## src/atrw_pkg.sv

```systemverilog
// shared types, constants and helpers for the at response waiter
`timescale 1ns / 1ps

package atrw_pkg;

  localparam int PATTERN_BYTES = 8;
  localparam int STORE_DEPTH   = 1024;

  localparam int PAT_W   = 64;
  localparam int PLEN_W  = 4;
  localparam int TICK_W  = 32;
  localparam int CNT_W   = 10;
  localparam int SIZE_W  = 11;
  localparam int BYTE_W  = 8;
  localparam int STAT_W  = 3;
  localparam int REQ_W   = 2;

  localparam int IN_DATA_W  = 112;
  localparam int OUT_DATA_W = 40;

  localparam logic [TICK_W-1:0] GAP_LIMIT_RST = 32'd1000;
  localparam logic [SIZE_W-1:0] MAX_LEN_RST   = 11'd256;
  localparam logic [SIZE_W-1:0] STORE_DEPTH_C = SIZE_W'(STORE_DEPTH);
  localparam logic [PLEN_W-1:0] PAT_BYTES_C   = PLEN_W'(PATTERN_BYTES);
  localparam logic [TICK_W-1:0] TICK_MAX      = '1;
  localparam logic [BYTE_W-1:0] TERMINATOR    = 8'h00;

  // request kinds
  localparam logic [REQ_W-1:0] REQ_START = 2'd0;
  localparam logic [REQ_W-1:0] REQ_BYTE  = 2'd1;
  localparam logic [REQ_W-1:0] REQ_TICK  = 2'd2;
  localparam logic [REQ_W-1:0] REQ_NONE  = 2'd3;

  // status codes
  localparam logic [STAT_W-1:0] ST_WAITING  = 3'd0;
  localparam logic [STAT_W-1:0] ST_MATCHED  = 3'd1;
  localparam logic [STAT_W-1:0] ST_OVERFLOW = 3'd2;
  localparam logic [STAT_W-1:0] ST_GAP      = 3'd3;
  localparam logic [STAT_W-1:0] ST_TIMEOUT  = 3'd4;
  localparam logic [STAT_W-1:0] ST_IDLE     = 3'd5;

  // configuration register indexes
  localparam logic CFG_GAP_LIMIT = 1'b0;
  localparam logic CFG_MAX_LEN   = 1'b1;

  typedef struct packed {
    logic [CNT_W-1:0]  byte_count;
    logic [STAT_W-1:0] status;
    logic              success;
    logic              finished;
    logic [BYTE_W-1:0] store_byte;
    logic [CNT_W-1:0]  store_index;
    logic              store_valid;
  } res_t;

  // low len bytes set, len already limited to the pattern size
  function automatic logic [PAT_W-1:0] tail_mask(input logic [PLEN_W-1:0] len);
    logic [PAT_W-1:0] m;
    m = '0;
    for (int i = 0; i < PATTERN_BYTES; i++) begin
      if (PLEN_W'(i) < len) m[i*BYTE_W +: BYTE_W] = '1;
    end
    return m;
  endfunction

endpackage

```

## src/at_response_waiter.sv

```systemverilog
// top level of the modem response waiter
`timescale 1ns / 1ps

// Waits for a modem response and matches its tail against an expected
// pattern. Every input beat gives exactly one result beat. A start beat
// (tuser 0) opens a wait with an overall tick limit and up to 8 pattern
// bytes, last byte in the low bits; a pattern length of 0 means no-expect
// mode, where a gap or an overall timeout counts as success. A byte beat
// (tuser 1) writes the byte to the response store position reported in
// the result and compares the stored tail with the pattern. A tick beat
// (tuser 2) advances the overall timer and, after the first byte, the gap
// timer. The wait ends on match, overflow, gap or overall timeout; on all
// but a match the terminator 0 is reported at the byte count position.
// Throughput is one beat per clock while results are taken: the wait state
// and compare sit between the input handshake and a result register, and a
// skid entry behind that register keeps the input open for one more beat
// while a result is stalled. Config writes are taken at any time but are
// meant to land while idle.

module at_response_waiter
  import atrw_pkg::*;
(
  input  logic                  clk,
  input  logic                  rst_n,
  // input beats
  input  logic                  in_tvalid,
  output logic                  in_tready,
  // rx_byte[7:0], timeout_ticks[39:8], pattern[103:40], pattern_length[107:104]
  input  logic [IN_DATA_W-1:0]  in_tdata,
  // req_type[1:0]
  input  logic [REQ_W-1:0]      in_tuser,
  // result beats
  output logic                  out_tvalid,
  input  logic                  out_tready,
  // store_valid[0], store_index[10:1], store_byte[18:11], finished[19],
  // success[20], status[23:21], byte_count[33:24]
  output logic [OUT_DATA_W-1:0] out_tdata,
  // config writes: index 0 gap limit, 1 max response length
  input  logic                  cfg_valid,
  output logic                  cfg_ready,
  input  logic                  cfg_index,
  input  logic [31:0]           cfg_data
);

  logic              push;
  logic              can_push;
  res_t              core_res;
  res_t              out_res;
  logic [TICK_W-1:0] gap_limit;
  logic [SIZE_W-1:0] max_len;

  assign in_tready = can_push;
  assign push      = in_tvalid && can_push;
  assign cfg_ready = 1'b1;

  atrw_cfg u_cfg (
    .clk      (clk),
    .rst_n    (rst_n),
    .wr_en    (cfg_valid),
    .wr_index (cfg_index),
    .wr_data  (cfg_data),
    .gap_limit(gap_limit),
    .max_len  (max_len)
  );

  atrw_core u_core (
    .clk           (clk),
    .rst_n         (rst_n),
    .push          (push),
    .req_type      (in_tuser),
    .rx_byte       (in_tdata[7:0]),
    .timeout_ticks (in_tdata[39:8]),
    .pattern       (in_tdata[103:40]),
    .pattern_length(in_tdata[107:104]),
    .gap_limit     (gap_limit),
    .max_len       (max_len),
    .res           (core_res)
  );

  atrw_skid u_skid (
    .clk      (clk),
    .rst_n    (rst_n),
    .push     (push),
    .push_res (core_res),
    .can_push (can_push),
    .out_valid(out_tvalid),
    .out_ready(out_tready),
    .out_res  (out_res)
  );

  // struct packs store_valid into bit 0 up to byte_count at the top
  assign out_tdata = {(OUT_DATA_W - $bits(res_t))'(0), out_res};

endmodule

```

## src/atrw_core.sv

```systemverilog
// wait state, timers and pattern compare; builds one result per beat
`timescale 1ns / 1ps

module atrw_core
  import atrw_pkg::*;
(
  input  logic              clk,
  input  logic              rst_n,
  input  logic              push,
  input  logic [REQ_W-1:0]  req_type,
  input  logic [BYTE_W-1:0] rx_byte,
  input  logic [TICK_W-1:0] timeout_ticks,
  input  logic [PAT_W-1:0]  pattern,
  input  logic [PLEN_W-1:0] pattern_length,
  input  logic [TICK_W-1:0] gap_limit,
  input  logic [SIZE_W-1:0] max_len,
  output res_t              res
);

  logic              waiting_r, waiting_nxt;
  logic              seen_r, seen_nxt;
  logic [TICK_W-1:0] total_r, total_nxt;
  logic [TICK_W-1:0] gap_r, gap_nxt;
  logic [CNT_W-1:0]  cnt_r, cnt_nxt;
  logic [PAT_W-1:0]  recent_r, recent_nxt;
  logic [PAT_W-1:0]  want_r, want_nxt;
  logic [PLEN_W-1:0] wlen_r, wlen_nxt;
  logic [TICK_W-1:0] limit_r, limit_nxt;

  logic [PLEN_W-1:0] len_sat;
  logic [SIZE_W-1:0] size;
  logic [CNT_W-1:0]  cnt_inc;
  logic [PAT_W-1:0]  shifted;
  logic [PAT_W-1:0]  mask;
  logic [TICK_W-1:0] total_inc;
  logic [TICK_W-1:0] gap_inc;
  logic              no_expect;
  logic              overflow;
  logic              match;

  always_comb begin
    len_sat   = (pattern_length > PAT_BYTES_C) ? PAT_BYTES_C : pattern_length;
    size      = (max_len > STORE_DEPTH_C) ? STORE_DEPTH_C : max_len;
    cnt_inc   = cnt_r + CNT_W'(1);
    shifted   = {recent_r[PAT_W-BYTE_W-1:0], rx_byte};
    mask      = tail_mask(wlen_r);
    total_inc = (total_r != TICK_MAX) ? total_r + TICK_W'(1) : total_r;
    gap_inc   = (seen_r && gap_r != TICK_MAX) ? gap_r + TICK_W'(1) : gap_r;
    no_expect = (wlen_r == '0);
    // size of 0 or 1 leaves no room at all
    overflow  = (size < SIZE_W'(2)) || ({1'b0, cnt_r} >= size - SIZE_W'(1));
    match     = !no_expect && ({1'b0, cnt_inc} >= SIZE_W'(wlen_r)) &&
                ((shifted & mask) == (want_r & mask));
  end

  always_comb begin
    waiting_nxt = waiting_r;
    seen_nxt    = seen_r;
    total_nxt   = total_r;
    gap_nxt     = gap_r;
    cnt_nxt     = cnt_r;
    recent_nxt  = recent_r;
    want_nxt    = want_r;
    wlen_nxt    = wlen_r;
    limit_nxt   = limit_r;

    res             = '0;
    res.byte_count  = cnt_r;
    res.status      = waiting_r ? ST_WAITING : ST_IDLE;

    priority if (req_type == REQ_START) begin
      waiting_nxt    = 1'b1;
      total_nxt      = '0;
      gap_nxt        = '0;
      seen_nxt       = 1'b0;
      cnt_nxt        = '0;
      recent_nxt     = '0;
      want_nxt       = pattern;
      wlen_nxt       = len_sat;
      limit_nxt      = timeout_ticks;
      res.byte_count = '0;
      res.status     = ST_WAITING;
      if (timeout_ticks == '0) begin
        // zero timeout ends the wait at once, terminator at index 0
        waiting_nxt     = 1'b0;
        res.store_valid = 1'b1;
        res.store_byte  = TERMINATOR;
        res.finished    = 1'b1;
        res.success     = (len_sat == '0);
        res.status      = ST_TIMEOUT;
      end
    end else if (!waiting_r || req_type == REQ_NONE) begin
      // ignored beat, defaults stand
    end else if (req_type == REQ_BYTE) begin
      seen_nxt = 1'b1;
      gap_nxt  = '0;
      if (overflow) begin
        waiting_nxt     = 1'b0;
        res.store_valid = 1'b1;
        res.store_index = cnt_r;
        res.store_byte  = TERMINATOR;
        res.finished    = 1'b1;
        res.status      = ST_OVERFLOW;
      end else begin
        cnt_nxt         = cnt_inc;
        recent_nxt      = shifted;
        res.store_valid = 1'b1;
        res.store_index = cnt_r;
        res.store_byte  = rx_byte;
        res.byte_count  = cnt_inc;
        if (match) begin
          waiting_nxt  = 1'b0;
          res.finished = 1'b1;
          res.success  = 1'b1;
          res.status   = ST_MATCHED;
        end
      end
    end else begin
      total_nxt = total_inc;
      gap_nxt   = gap_inc;
      if (total_inc >= limit_r) begin
        waiting_nxt     = 1'b0;
        res.store_valid = 1'b1;
        res.store_index = cnt_r;
        res.store_byte  = TERMINATOR;
        res.finished    = 1'b1;
        res.success     = no_expect;
        res.status      = ST_TIMEOUT;
      end else if (seen_r && gap_inc > gap_limit) begin
        waiting_nxt     = 1'b0;
        res.store_valid = 1'b1;
        res.store_index = cnt_r;
        res.store_byte  = TERMINATOR;
        res.finished    = 1'b1;
        res.success     = no_expect;
        res.status      = ST_GAP;
      end
    end
  end

  always_ff @(posedge clk) begin
    if (!rst_n) begin
      waiting_r <= 1'b0;
      seen_r    <= 1'b0;
      total_r   <= '0;
      gap_r     <= '0;
      cnt_r     <= '0;
      recent_r  <= '0;
      want_r    <= '0;
      wlen_r    <= '0;
      limit_r   <= '0;
    end else if (push) begin
      waiting_r <= waiting_nxt;
      seen_r    <= seen_nxt;
      total_r   <= total_nxt;
      gap_r     <= gap_nxt;
      cnt_r     <= cnt_nxt;
      recent_r  <= recent_nxt;
      want_r    <= want_nxt;
      wlen_r    <= wlen_nxt;
      limit_r   <= limit_nxt;
    end
  end

endmodule

```

## src/atrw_cfg.sv

```systemverilog
// configuration registers: gap limit and maximum response length
`timescale 1ns / 1ps

module atrw_cfg
  import atrw_pkg::*;
(
  input  logic              clk,
  input  logic              rst_n,
  input  logic              wr_en,
  input  logic              wr_index,
  input  logic [31:0]       wr_data,
  output logic [TICK_W-1:0] gap_limit,
  output logic [SIZE_W-1:0] max_len
);

  logic [TICK_W-1:0] gap_limit_r;
  logic [SIZE_W-1:0] max_len_r;

  always_ff @(posedge clk) begin
    if (!rst_n) begin
      gap_limit_r <= GAP_LIMIT_RST;
      max_len_r   <= MAX_LEN_RST;
    end else if (wr_en) begin
      unique case (wr_index)
        CFG_GAP_LIMIT: gap_limit_r <= wr_data[TICK_W-1:0];
        CFG_MAX_LEN:   max_len_r   <= wr_data[SIZE_W-1:0];
        default:       ;
      endcase
    end
  end

  assign gap_limit = gap_limit_r;
  assign max_len   = max_len_r;

endmodule

```

## src/atrw_skid.sv

```systemverilog
// result register with one skid entry behind it
`timescale 1ns / 1ps

module atrw_skid
  import atrw_pkg::*;
(
  input  logic clk,
  input  logic rst_n,
  input  logic push,
  input  res_t push_res,
  output logic can_push,
  output logic out_valid,
  input  logic out_ready,
  output res_t out_res
);

  logic out_v_r;
  logic skid_v_r;
  res_t out_d_r;
  res_t skid_d_r;
  logic pop;

  assign pop      = out_v_r && out_ready;
  assign can_push = !skid_v_r;

  always_ff @(posedge clk) begin
    if (!rst_n) begin
      out_v_r  <= 1'b0;
      skid_v_r <= 1'b0;
    end else begin
      if (!out_v_r || pop) begin
        out_v_r  <= skid_v_r || push;
        skid_v_r <= 1'b0;
      end else if (push) begin
        skid_v_r <= 1'b1;
      end
    end
  end

  always_ff @(posedge clk) begin
    if (!out_v_r || pop) begin
      out_d_r <= skid_v_r ? skid_d_r : push_res;
    end else if (push) begin
      skid_d_r <= push_res;
    end
  end

  assign out_valid = out_v_r;
  assign out_res   = out_d_r;

endmodule

```

## config.mk

```make
export PLATFORM = sky130hd
export DESIGN_NAME = at_response_waiter
export DESIGN_NICKNAME = d
export VERILOG_FILES = /design/src/atrw_pkg.sv /design/src/at_response_waiter.sv /design/src/atrw_core.sv /design/src/atrw_cfg.sv /design/src/atrw_skid.sv
export SDC_FILE = /design/constraint.sdc
export NUM_CORES = 1
export LEC_CHECK = 0
export ABC_AREA = 1
export BUFFER_PORTS_ARGS = -buffer_cell sky130_fd_sc_hd__buf_2
export CAP_MARGIN = 40
export CORE_UTILIZATION = 45
export DETAILED_ROUTE_END_ITERATION = 8
export HOLD_SLACK_MARGIN = 0.15
export PLACE_DENSITY = 0.66
export SLEW_MARGIN = 20
export SYNTH_ARGS = -nofsm -noshare
export SYNTH_HDL_FRONTEND = slang
export SYNTH_SLANG_ARGS = --single-unit
```

## constraint.sdc

```tcl
create_clock -name clk -period 3.45 [get_ports clk]
set_clock_uncertainty 0.15 [all_clocks]
set_input_delay 0.345 -clock clk [delete_from_list [all_inputs] [get_ports clk]]
set_output_delay 0.345 -clock clk [all_outputs]
set_load 0.02 [all_outputs]
```

== After elaboration in Yosys (flattened, before gate mapping) ==
Index checks and enable logic that the tools add are counted.

* $add $sub $neg: 4
* Magnitude comparators: 15
* Equal/unequal tests: 9
* Mux-type cells: 52
* Bitwise gates (word level): 5
* Reduce and logical (&&, ||, !) cells: 30

{| class="wikitable"
|+ Operators by type and width
! operator !! count
|-
| 32-bit 2-to-1 mux || 8
|-
| 56-bit 2-to-1 mux || 4
|-
| 64-bit AND || 2
|-
| 24-bit 2-to-1 mux || 3
|-
| 34-bit 2-to-1 mux || 2
|-
| 32-bit by 1-bit adder with 32-bit output (second input constant) || 2
|-
| 64-bit == test || 1
|-
| 8-bit 2-to-1 mux || 8
|-
| 32-bit != test (second input constant) || 2
|-
| 10-bit 2-to-1 mux || 5
|-
| 32-bit >= comparator || 1
|-
| 32-bit > comparator || 1
|-
| 32-bit zero test || 1
|-
| 23-bit 2-to-1 mux || 1
|-
| 20-bit 2-to-1 mux || 1
|-
| 3-bit by 4-bit less-than comparator with 1-bit output (first input constant) || 4
|-
| 1-bit 2-to-1 mux || 14
|-
| 13-bit 2-to-1 mux || 1
|-
| 10-bit by 11-bit >= comparator with 1-bit output || 1
|-
| 11-bit > comparator (second input constant) || 1
|-
| 11-bit by 2-bit less-than comparator with 1-bit output (second input constant) || 1
|-
| 11-bit 2-to-1 mux || 1
|-
| 11-bit by 1-bit subtractor with 11-bit output (second input constant) || 1
|-
| 10-bit by 1-bit adder with 10-bit output (second input constant) || 1
|-
| other kinds (24) || 48
|}

* Register bits: 345
* Input port bits: 152
* Output and inout port bits: 43
* Logic and storage cells: 142

== Logic depth before layout (Yosys ltp) ==
Gate-level depths: netlist of run 1.

* Depth after elaboration: 11
* Depth in mapped cells: 30

== By module ==
Synthesis of run 1 repeated with hierarchy kept, for this count alone.

* Cells, all modules: 2581
* Area, all modules: 18675.4 um2

{| class="wikitable"
|+ Modules (own cells, without submodules)
! module !! times used !! cells each !! area each (um2)
|-
| atrw_core || 1 || 2135 || 14237.4
|-
| atrw_skid || 1 || 189 || 2648.8
|-
| atrw_cfg || 1 || 246 || 1721.7
|-
| at_response_waiter || 1 || 11 || 67.6
|}

== Least setup slack after synthesis of run 1 ==
No wires, ideal clock.

* Path kind: register -> register
* Start: register u_core.total_r[0]
* End: register u_skid.out_d_r, in the netlist u_skid.out_res[2] (data pin)
* Library setup time: 253 ps
* Arrival time: 3271 ps
* Required time: 3047 ps
* Path slack: -224 ps
* Cell stages (with the launch flop): 29
* Path buffers: 1
* Clock period less this slack: 3674 ps
* Cell sequence: dfxtp_1 ha_1 nand3_1 inv_1 nand2_1 nor3_1 nand2_1 nor3_2 nand2_1 nand2_1 nor2_1 nand2_1 xnor2_1 ha_1 nand2_1 inv_1 o21ai_0 nand2_1 a21oi_1 nand2_1 nand2_1 nand3_1 inv_1 nand3_1 nand2_1 buf_2 nor2_1 nand2_1 nand2_1

{| class="wikitable"
|+ RTL lines
! item !! line !! source
|-
| start, declared || atrw_core.sv:22 || <nowiki>logic [TICK_W-1:0] total_r, total_nxt;</nowiki>
|-
| start signal, assigned || atrw_core.sv:155 || <nowiki>total_r <= total_nxt;</nowiki>
|-
| end signal, assigned || atrw_skid.sv:42 || <nowiki>out_d_r <= skid_v_r ? skid_d_r : push_res;</nowiki>
|-
| end, declared || atrw_skid.sv:19 || <nowiki>res_t out_d_r;</nowiki>
|}

== Worst setup path in the final report of run 1 ==
* Start: register u_cfg.max_len_r[7], in the netlist u_cfg.max_len[7]
* End: register u_skid.out_d_r, in the netlist u_skid.out_res[33] (data pin)

* Longest elaborated chain between the ends: 10
* Elaborated cells on any way between the ends: 11
* Classes of those cells: add/sub: 1; order compare: 3; mux: 6; reduce/logical: 1

{| class="wikitable"
|+ RTL lines
! item !! line !! source
|-
| start, declared || atrw_cfg.sv:17 || <nowiki>logic [SIZE_W-1:0] max_len_r;</nowiki>
|-
| start signal, assigned || atrw_cfg.sv:26 || <nowiki>CFG_MAX_LEN: max_len_r <= wr_data[SIZE_W-1:0];</nowiki>
|-
| 11-bit > comparator || atrw_core.sv:43 || <nowiki>size = (max_len > STORE_DEPTH_C) ? STORE_DEPTH_C : max_len;</nowiki>
|-
| 11-bit 2-to-1 mux * || atrw_core.sv:43 ||
|-
| 11-bit by 1-bit subtractor with 11-bit output || atrw_core.sv:51 || <nowiki>overflow = (size < SIZE_W'(2)) || ({1'b0, cnt_r} >= size - SIZE_W'(1));</nowiki>
|-
| 10-bit by 11-bit >= comparator with 1-bit output || atrw_core.sv:51 ||
|-
| 1-bit logical OR * || atrw_core.sv:51 ||
|-
| 10-bit 2-to-1 mux * || atrw_core.sv:97 || <nowiki>if (overflow) begin</nowiki>
|-
| 10-bit 2-to-1 mux * || atrw_core.sv:94 || <nowiki>end else if (req_type == REQ_BYTE) begin</nowiki>
|-
| 34-bit 2-to-1 mux * || atrw_core.sv:92 || <nowiki>end else if (!waiting_r || req_type == REQ_NONE) begin</nowiki>
|-
| 23-bit 2-to-1 mux * || atrw_core.sv:71 || <nowiki>priority if (req_type == REQ_START) begin</nowiki>
|-
| 34-bit 2-to-1 mux * || atrw_skid.sv:42 ||
|}

Every way passes the cells marked *; elsewhere a longest branch is shown, timed or not.
A chain may end at the register's enable or synchronous reset.

==> results of run 1 <==
[registers in the layout, indices dropped and copies added, names as in the netlist, 11 cells and up]
| signal | cells |
|---|---|
| u_cfg.gap_limit | 32 |
| u_skid.out_res | 34 |
| u_core.want_r | 64 |
| u_core.total_r | 32 |
| u_core.limit_r | 32 |
| u_core.recent_r | 56 |
| u_skid.skid_d_r | 34 |
| u_core.gap_r | 32 |
| u_cfg.max_len | 11 |
[routing by layer]
layer	track usage	wire, um	vias to the layer above	part of all wire
li1	-	-	9605	-
met1	0.370	26700	9107	0.43
met2	0.478	29300	671	0.48
met3	0.0359	3260	143	0.053
met4	0.114	2140	0	0.035
met5	0	0	-	0
[final timing paths]
kind                 startpoint            endpoint  cells past startpoint
min                       rst_n  u_core.limit_r[13]                      4
max            u_cfg.max_len[7]  u_skid.out_res[33]                     29
min reg2reg  u_core.limit_r[22]  u_core.limit_r[22]                      2
max reg2reg    u_cfg.max_len[7]  u_skid.out_res[33]                     29
[layout make-up]
| type | count | area [um^2] |
|---|---|---|
| Timing Repair Buffer | 681 | 5750 |
| Sequential cell | 345 | 7630 |
| Fill cell | 3073 | 12500 |
| Tap cell | 525 | 657 |
| Clock buffer | 54 | 1070 |
| Antenna cell | 1 | 2.50 |
| Timing Repair inverter | 1 | 5.00 |
| Inverter | 276 | 1050 |
| Multi-Input combinational cell | 1854 | 11300 |
| Clock inverter | 18 | 171 |
[worst min-delay path, delay by kind of cell]
kind / cells / cell delay [ns]
AOI/OAI and AO/OA: 2 / 0.19
buffers and inverters: 2 / 0.34
[metrics by stage]
stage	setup TNS (ns)	setup slack, ns	power (mW)	hold slack, ns	instance area [um^2]
floorplan	-0.00914	-0.00914	4.97	0.283	18500
global placement	-16.38	-0.465	5.34	0.300	21800
detailed placement	-25.23	-0.519	5.36	0.306	21800
CTS	-13.25	-0.209	9.72	0.152	26600
global route	-45.54	-0.473	10.1	0.219	27600
finish	-15.78	-0.234	9.78	0.203	27600
[layout by cell type, fill, tap and decap left out, drive strengths merged, types with 44 or more instances in the layout]
cell         instances
buf                533
clkbuf              54
inv                278
nor2               284
ha                  82
nor3                44
nand2              740
a21oi              271
xor2                55
edfxtp              68
dfxtp              277
o21ai              164
dlygate4sd3        148
nand3               69
[synthesized netlist by cell type (all sizes together) (2+ instances only)]
| library cell | n | area [um^2] |
|---|---|---|
| a211oi | 3 | 22.5 |
| a21boi | 2 | 15.0 |
| a21oi | 271 | 1430 |
| a31oi | 5 | 31.3 |
| and2 | 3 | 18.8 |
| buf | 31 | 218 |
| clkbuf | 84 | 315 |
| conb | 2 | 7.51 |
| dfxtp | 277 | 5550 |
| edfxtp | 68 | 2040 |
| ha | 82 | 1030 |
| inv | 276 | 1040 |
| nand2 | 740 | 2840 |
| nand3 | 69 | 355 |
| nand3b | 19 | 143 |
| nand4 | 36 | 225 |
| nor2 | 284 | 1090 |
| nor3 | 44 | 235 |
| nor4 | 25 | 156 |
| o211ai | 8 | 60.1 |
| o21a | 2 | 15.0 |
| o21ai | 164 | 840 |
| or2 | 3 | 18.8 |
| xnor2 | 27 | 236 |
| xor2 | 55 | 482 |
[power breakdown]
| group | total, mW | leakage, nW | internal [mW] | switching (mW) |
|---|---|---|---|---|
| clock network | 4.12 | 0.604 | 2.35 | 1.77 |
| registers | 4.29 | 2.98 | 4.23 | 0.0594 |
| logic | 1.36 | 8.83 | 0.587 | 0.776 |
| total | 9.78 | 12.4 | 7.18 | 2.60 |
[timing repair]
action,CTS,global route
setup endpoints to repair,127,135
gates cloned,16,1
resized for setup,344,225
pin swaps,124,120
hold endpoints to repair,166,0
setup buffers,50,28
hold buffers,148,0
[cell families after synthesis]
| group | Yosys count | share of synthesized area |
|---|---|---|
| AOI/OAI and AO/OA | 458 | 0.132 |
| xor gates and xnor gates | 82 | 0.0390 |
| adders and majority gates | 82 | 0.0556 |
| buffers and inverters | 391 | 0.0851 |
| DFF | 345 | 0.412 |
| other | 2 | 0.000407 |
| and+or+nand+nor | 1225 | 0.276 |
==> impl_metrics.py, run 1 <==
metrics = {
    "clocking": {
        "clock_latency_on_the_worst_skew_pair_ns": 0.57,
        "cts.sinks": 345,
        "cts_tree": "done",
        "cts_buffers": 39,
        "clockRootBuffer": "clkbuf_16",
        "htree_num_levels": 2,
        "cts_max_path_buffers": 3,
        "path_clk_slew_ns": 0.06,
    },
    "drt": {
        "drt-initial-drc-count": 1367,
        "routed_via_count_divided_by_cell_count": 5.20,
        "drt_pre_antenna_iters": 5,
        "post-route-drc-count": 0,
        "antenna_left": 0,
        "routed_wire_length_per_instance_um": 16.4,
        "vias": 19500,
        "totalWireLength_mm": 61.4,
    },
    "sta": {
        "grt_setup_unrepaired": "yes",
        "max_freq_ghz": 0.271,
        "timing.final.max_slew_violations": 0,
        "timing.final.setup_violations": 117,
        "final.period_utilization": 1.07,
        "post-route-min-period_ns": 3.68,
        "post-route-worst-setup-slack_ns": -0.234,
        "finalHoldViolations": 0,
        "slew_headroom": 0.472,
        "worst_slew_pin_slew_ns": 0.792,
    },
    "floorplanning": {
        "io_pins": 195,
        "floorplan.die_area_um2": 41800,
        "die_height_um": 204,
        "fp-row-count": 73,
        "starting_density_of_the_core": 0.460,
        "die_width_um": 204,
        "coreArea_um2": 40100,
    },
    "setup_path": {
        "cpMostUsedCell": "nand2_1",
        "required_ns": 3.61,
        "crit_path_top_delay_cell": "dfxtp_2",
        "timing.reg2reg.setup_slack_ns": -0.23,
        "worst-endpoint-arrival_ns": 3.85,
        "cp-end-kind": "register",
        "family_of_cells_with_the_greatest_summed_delay_on_the_critical_path": "simple AND/OR/NAND/NOR gates",
        "cp_num_buf_inv": 4,
        "cp-start-kind": "register",
        "setup.worst_path.class": "reg -> reg",
        "path_max_fanout": 5,
        "slowest_delay_ns": 0.34,
    },
    "placement": {
        "finalWeightedCongestion": 0.944,
        "post-place-cells": 3446,
        "buffer_ports.inserted": 183,
        "post-dp-hpwl_mm": 38.4,
    },
    "power_and_ir_drop": {
        "worst_vdd_rail_ir_drop_v": 0.000317,
        "powerDensity_nw_per_um2": 354,
        "power.leakage_nw": 12.4,
    },
    "synth": {
        "synthCells": 2585,
        "yosys_warnings": 0,
        "netlist_area_um2": 18400,
        "netlist-cell-type-count": 43,
        "synth_edf_count": 68,
        "synth-main-ff-cell": "dfxtp_1",
        "ys_ff_latch": 345,
        "synth_sequential_area_ratio": 0.412,
        "synthArstFlopShare": 0,
        "postSynthAreaPerCell_um2": 7.13,
    },
    "global_route": {
        "largest_net_degree_at_the_start_of_global_routing": 141,
        "track_usage": 0.285,
        "grt_overflow": 0,
        "via_count_of_the_first_global_routing_pass": 18900,
        "grt_pass1_wl_mm": 95.8,
        "grt_antenna_before_repair": 1,
    },
    "layout": {
        "layout_area_growth_over_synthesis_pct": 49.8,
        "final_non_filler_cell_total": 3755,
        "nNetsFinal": 3432,
        "utilization": 0.689,
        "layout-drive-gt1-share": 0.321,
    },
    "run_status": {
        "run_status": "finished with violations",
        "failed_checks": "negative setup slack",
    },
    "min_path": {
        "min_path_type": "in -> reg",
    },
    "flow_run": {
        "maxCapViolCount": 0,
    },
}
Power figures use the tool's default switching activity.
==> inputs of run 2 (changes only) <==
- ABC_AREA: 1 -> default
==> run 2 against run 1 <==
Compared with the run above: the run still ends with negative setup slack left; cell area decreased by 12%; hold slack improved by 0.0095 ns; global-route usage down 3.0 points; highest routed layer is now met5; fmax shrank 21%; cell count is 17% lower; via count shrank 15%; worst setup slack lost 0.96 ns; combinational power decreased by 28%; total power down 1.4%; die area decreased by 6.1%; area after synthesis decreased by 6.1%; sequential cell count unchanged.
==> impl_metrics.py, run 2 <==
metrics = {
    "run_status": {
        "run_status": "finished with violations",
        "failed_checks": "negative setup slack",
    },
    "layout": {
        "nNetsFinal": 2791,
        "final_non_filler_cell_total": 3100,
        "num-fill-cells": 3019,
        "layout_area_growth_over_synthesis_pct": 39.9,
        "biggestRegsByFlops": "u_core.want_r (64), u_core.recent_r (56)",
        "layout-drive-gt1-share": 0.261,
        "largest_register_ff_count": 64,
        "leading_cell_types_in_the_layout_fill_and_taps_excluded": "nand2_1, dfxtp_1, buf_4",
        "layout.cells.most_common": "nand2_1",
        "top_register": "u_core.want_r",
        "layout.cell_area.non_filler_um2": 24200,
    },
    "setup_path": {
        "required_ns": 3.61,
        "cp_num_buf_inv": 4,
        "crit_chain": "nand4_4, or4_4, or3_4, o2111ai_4, or3_4, buf_6, nor3_4, xor2_1, ha_1, nand4_1, buf_4, a21oi_2, or4_4, a31oi_4, a31oi_4, buf_6, nor2_4, inv_2, mux2_4",
        "slowest_delay_ns": 0.52,
        "crit_path_top_delay_cell": "or4_4",
        "path_max_fanout": 6,
        "family_of_cells_with_the_greatest_summed_delay_on_the_critical_path": "simple AND/OR/NAND/NOR gates",
        "cp-end-kind": "register",
        "worst-endpoint-arrival_ns": 4.80,
        "timing.reg2reg.setup_slack_ns": -1.19,
        "cp-start-kind": "register",
        "worst_r2r_path_depth": 19,
        "critical_path.reg2reg.startpoint": "u_core.gap_r[19]",
        "worst_r2r_endpoint": "u_skid.out_res[0]",
        "setup.worst_path.class": "reg -> reg",
    },
    "clocking": {
        "cts_tree": "done",
        "htree_num_levels": 2,
        "cts_max_path_buffers": 3,
        "clock_latency_on_the_worst_skew_pair_ns": 0.57,
        "path_clk_slew_ns": 0.06,
        "cts.sinks": 345,
        "cts_buffers": 38,
        "clockRootBuffer": "clkbuf_16",
    },
    "synth": {
        "yosys_warnings": 0,
        "post-synth-top-area-fraction": 0.320,
        "synthMostInstantiatedCell": "nand2_1",
        "synth_commonest_cells": "nand2_1, dfxtp_1, a21oi_1, nor2_1, xnor2_1",
        "synth-main-ff-cell": "dfxtp_1",
        "netlist-cell-type-count": 71,
        "postSynthAreaPerCell_um2": 8.53,
        "synthArstFlopShare": 0,
        "yosys-top-cells-area": "dfxtp_1, edfxtp_1, nand2_1",
        "synth_sequential_area_ratio": 0.438,
        "synth_largest_area_cell": "dfxtp_1",
        "synthCells": 2029,
        "ys_ff_latch": 345,
        "synth_edf_count": 68,
        "netlist_area_um2": 17300,
    },
    "drt": {
        "drt_pre_antenna_iters": 7,
        "totalWireLength_mm": 51.5,
        "routed_via_count_divided_by_cell_count": 5.35,
        "drt-initial-drc-count": 1235,
        "post-route-drc-count": 0,
        "routed_wire_length_per_instance_um": 16.6,
        "vias": 16600,
        "antenna_left": 0,
    },
    "sta": {
        "slew_headroom": 0.465,
        "grt_setup_unrepaired": "yes",
        "timing.final.setup_violations": 38,
        "final.period_utilization": 1.34,
        "timing.final.max_slew_violations": 0,
        "finalHoldViolations": 0,
        "post-route-worst-setup-slack_ns": -1.19,
        "worst_slew_pin_slew_ns": 0.796,
        "max_freq_ghz": 0.216,
        "post-route-min-period_ns": 4.64,
    },
    "power_and_ir_drop": {
        "powerDensity_nw_per_um2": 398,
        "worst_vdd_rail_ir_drop_v": 0.000373,
        "power.leakage_nw": 9.93,
    },
    "placement": {
        "buffer_ports.inserted": 183,
        "finalWeightedCongestion": 0.895,
        "post-place-cells": 2840,
        "postPlaceCellArea_um2": 20400,
        "post-dp-hpwl_mm": 33.9,
    },
    "global_route": {
        "grt_overflow": 0,
        "largest_net_degree_at_the_start_of_global_routing": 161,
        "grt_pass1_wl_mm": 80.1,
        "via_count_of_the_first_global_routing_pass": 15800,
        "grt_antenna_before_repair": 2,
        "track_usage": 0.254,
    },
    "min_path": {
        "worst_hold_startpoint": "cfg_index",
        "end_point_of_the_most_critical_hold_path": "u_cfg.max_len[1]",
        "min_path_type": "in -> reg",
        "whs_path_cells": 4,
    },
    "flow_run": {
        "maxCapViolCount": 0,
    },
    "floorplanning": {
        "die_height_um": 198,
        "die_width_um": 198,
        "starting_density_of_the_core": 0.458,
        "fp-row-count": 71,
        "coreArea_um2": 37800,
        "io_pins": 195,
        "floorplan.die_area_um2": 39200,
    },
}
==> run 2: metrics by stage <==
stage	setup slack (ns)	hold WS [ns]	TNS (ns)	utilization	total power [mW]
detailed placement	-1.30	0.298	-41.57	0.540	5.08
global placement	-1.16	0.293	-33.35	0.540	5.06
floorplan	-1.09	0.286	-27.05	-	4.76
global route	-1.39	0.226	-40.54	0.641	9.97
finish	-1.19	0.212	-34.03	0.641	9.64
CTS	-1.13	0.165	-32.52	0.633	9.66
==> run 2: logic make-up (layout without fill, tap and decap cells) <==
logic type | Yosys count | count (layout) | synth area share
AOI/OAI and AO/OA | 467 | 467 | 0.167
xor gates and xnor gates | 135 | 135 | 0.0683
adders and majority gates | 82 | 82 | 0.0593
buffers and inverters | 196 | 749 | 0.0454
DFF | 345 | 345 | 0.438
muxes | 32 | 32 | 0.0208
other | 2 | 9 | 0.000434
and+or+nand+nor | 770 | 770 | 0.200
==> run 2: worst max path at each step <==
| stage | endpoint | cells after the start | startpoint | slack (ns) |
|---|---|---|---|---|
| detailed placement | u_skid.out_res[3] | 17 | u_core.gap_r[18] | -1.30 |
| global placement | u_skid.out_res[0] | 18 | u_core.gap_r[19] | -1.16 |
| floorplan | u_skid.out_res[0] | 20 | u_core.gap_r[16] | -1.09 |
| finish | u_skid.out_res[0] | 19 | u_core.gap_r[19] | -1.19 |
| global route | u_skid.out_res[20] | 19 | u_core.gap_r[19] | -1.39 |
| CTS | u_skid.out_res[20] | 20 | u_core.gap_r[19] | -1.13 |
==> run 2: cell type report <==
type | instances | area [um^2] | area share
Inverter | 85 | 324 | 0.0134
Sequential cell | 345 | 7610 | 0.314
Multi-Input combinational cell | 1493 | 9710 | 0.401
Clock buffer | 54 | 1080 | 0.0448
Antenna cell | 2 | 5.00 | 0.000207
Tap cell | 511 | 639 | 0.0264
Clock inverter | 16 | 278 | 0.0115
Timing Repair Buffer | 594 | 4560 | 0.188
==> run 2: per-layer routing <==
metal,GRT usage,up-vias,part of all wire
li1,-,8156,-
met1,0.343,7885,0.46
met2,0.418,457,0.47
met3,0.0421,85,0.051
met4,0.0724,2,0.021
met5,0,-,0.00021
==> run 2: power by group <==
group          internal [mW]  total [mW]  switching (mW)
clock network           2.67        4.41            1.74
logic                  0.451       0.974           0.523
registers               4.20        4.25          0.0544
total                   7.32        9.64            2.32
==> run 2: repair_timing <==
action,in CTS,in global routing
pin swaps,56,24
buffers inserted,35,13
endpoints found under the setup margin,119,128
hold endpoints to repair,170,0
gates cloned,1,2
hold buffers,149,0
resized for setup,91,59
==> run 2: tightest hold or removal path: stages <==
cell and delay, ns:
buf_2 0.12, and2_1 0.26, nand2_1 0.11, a21oi_1 0.05
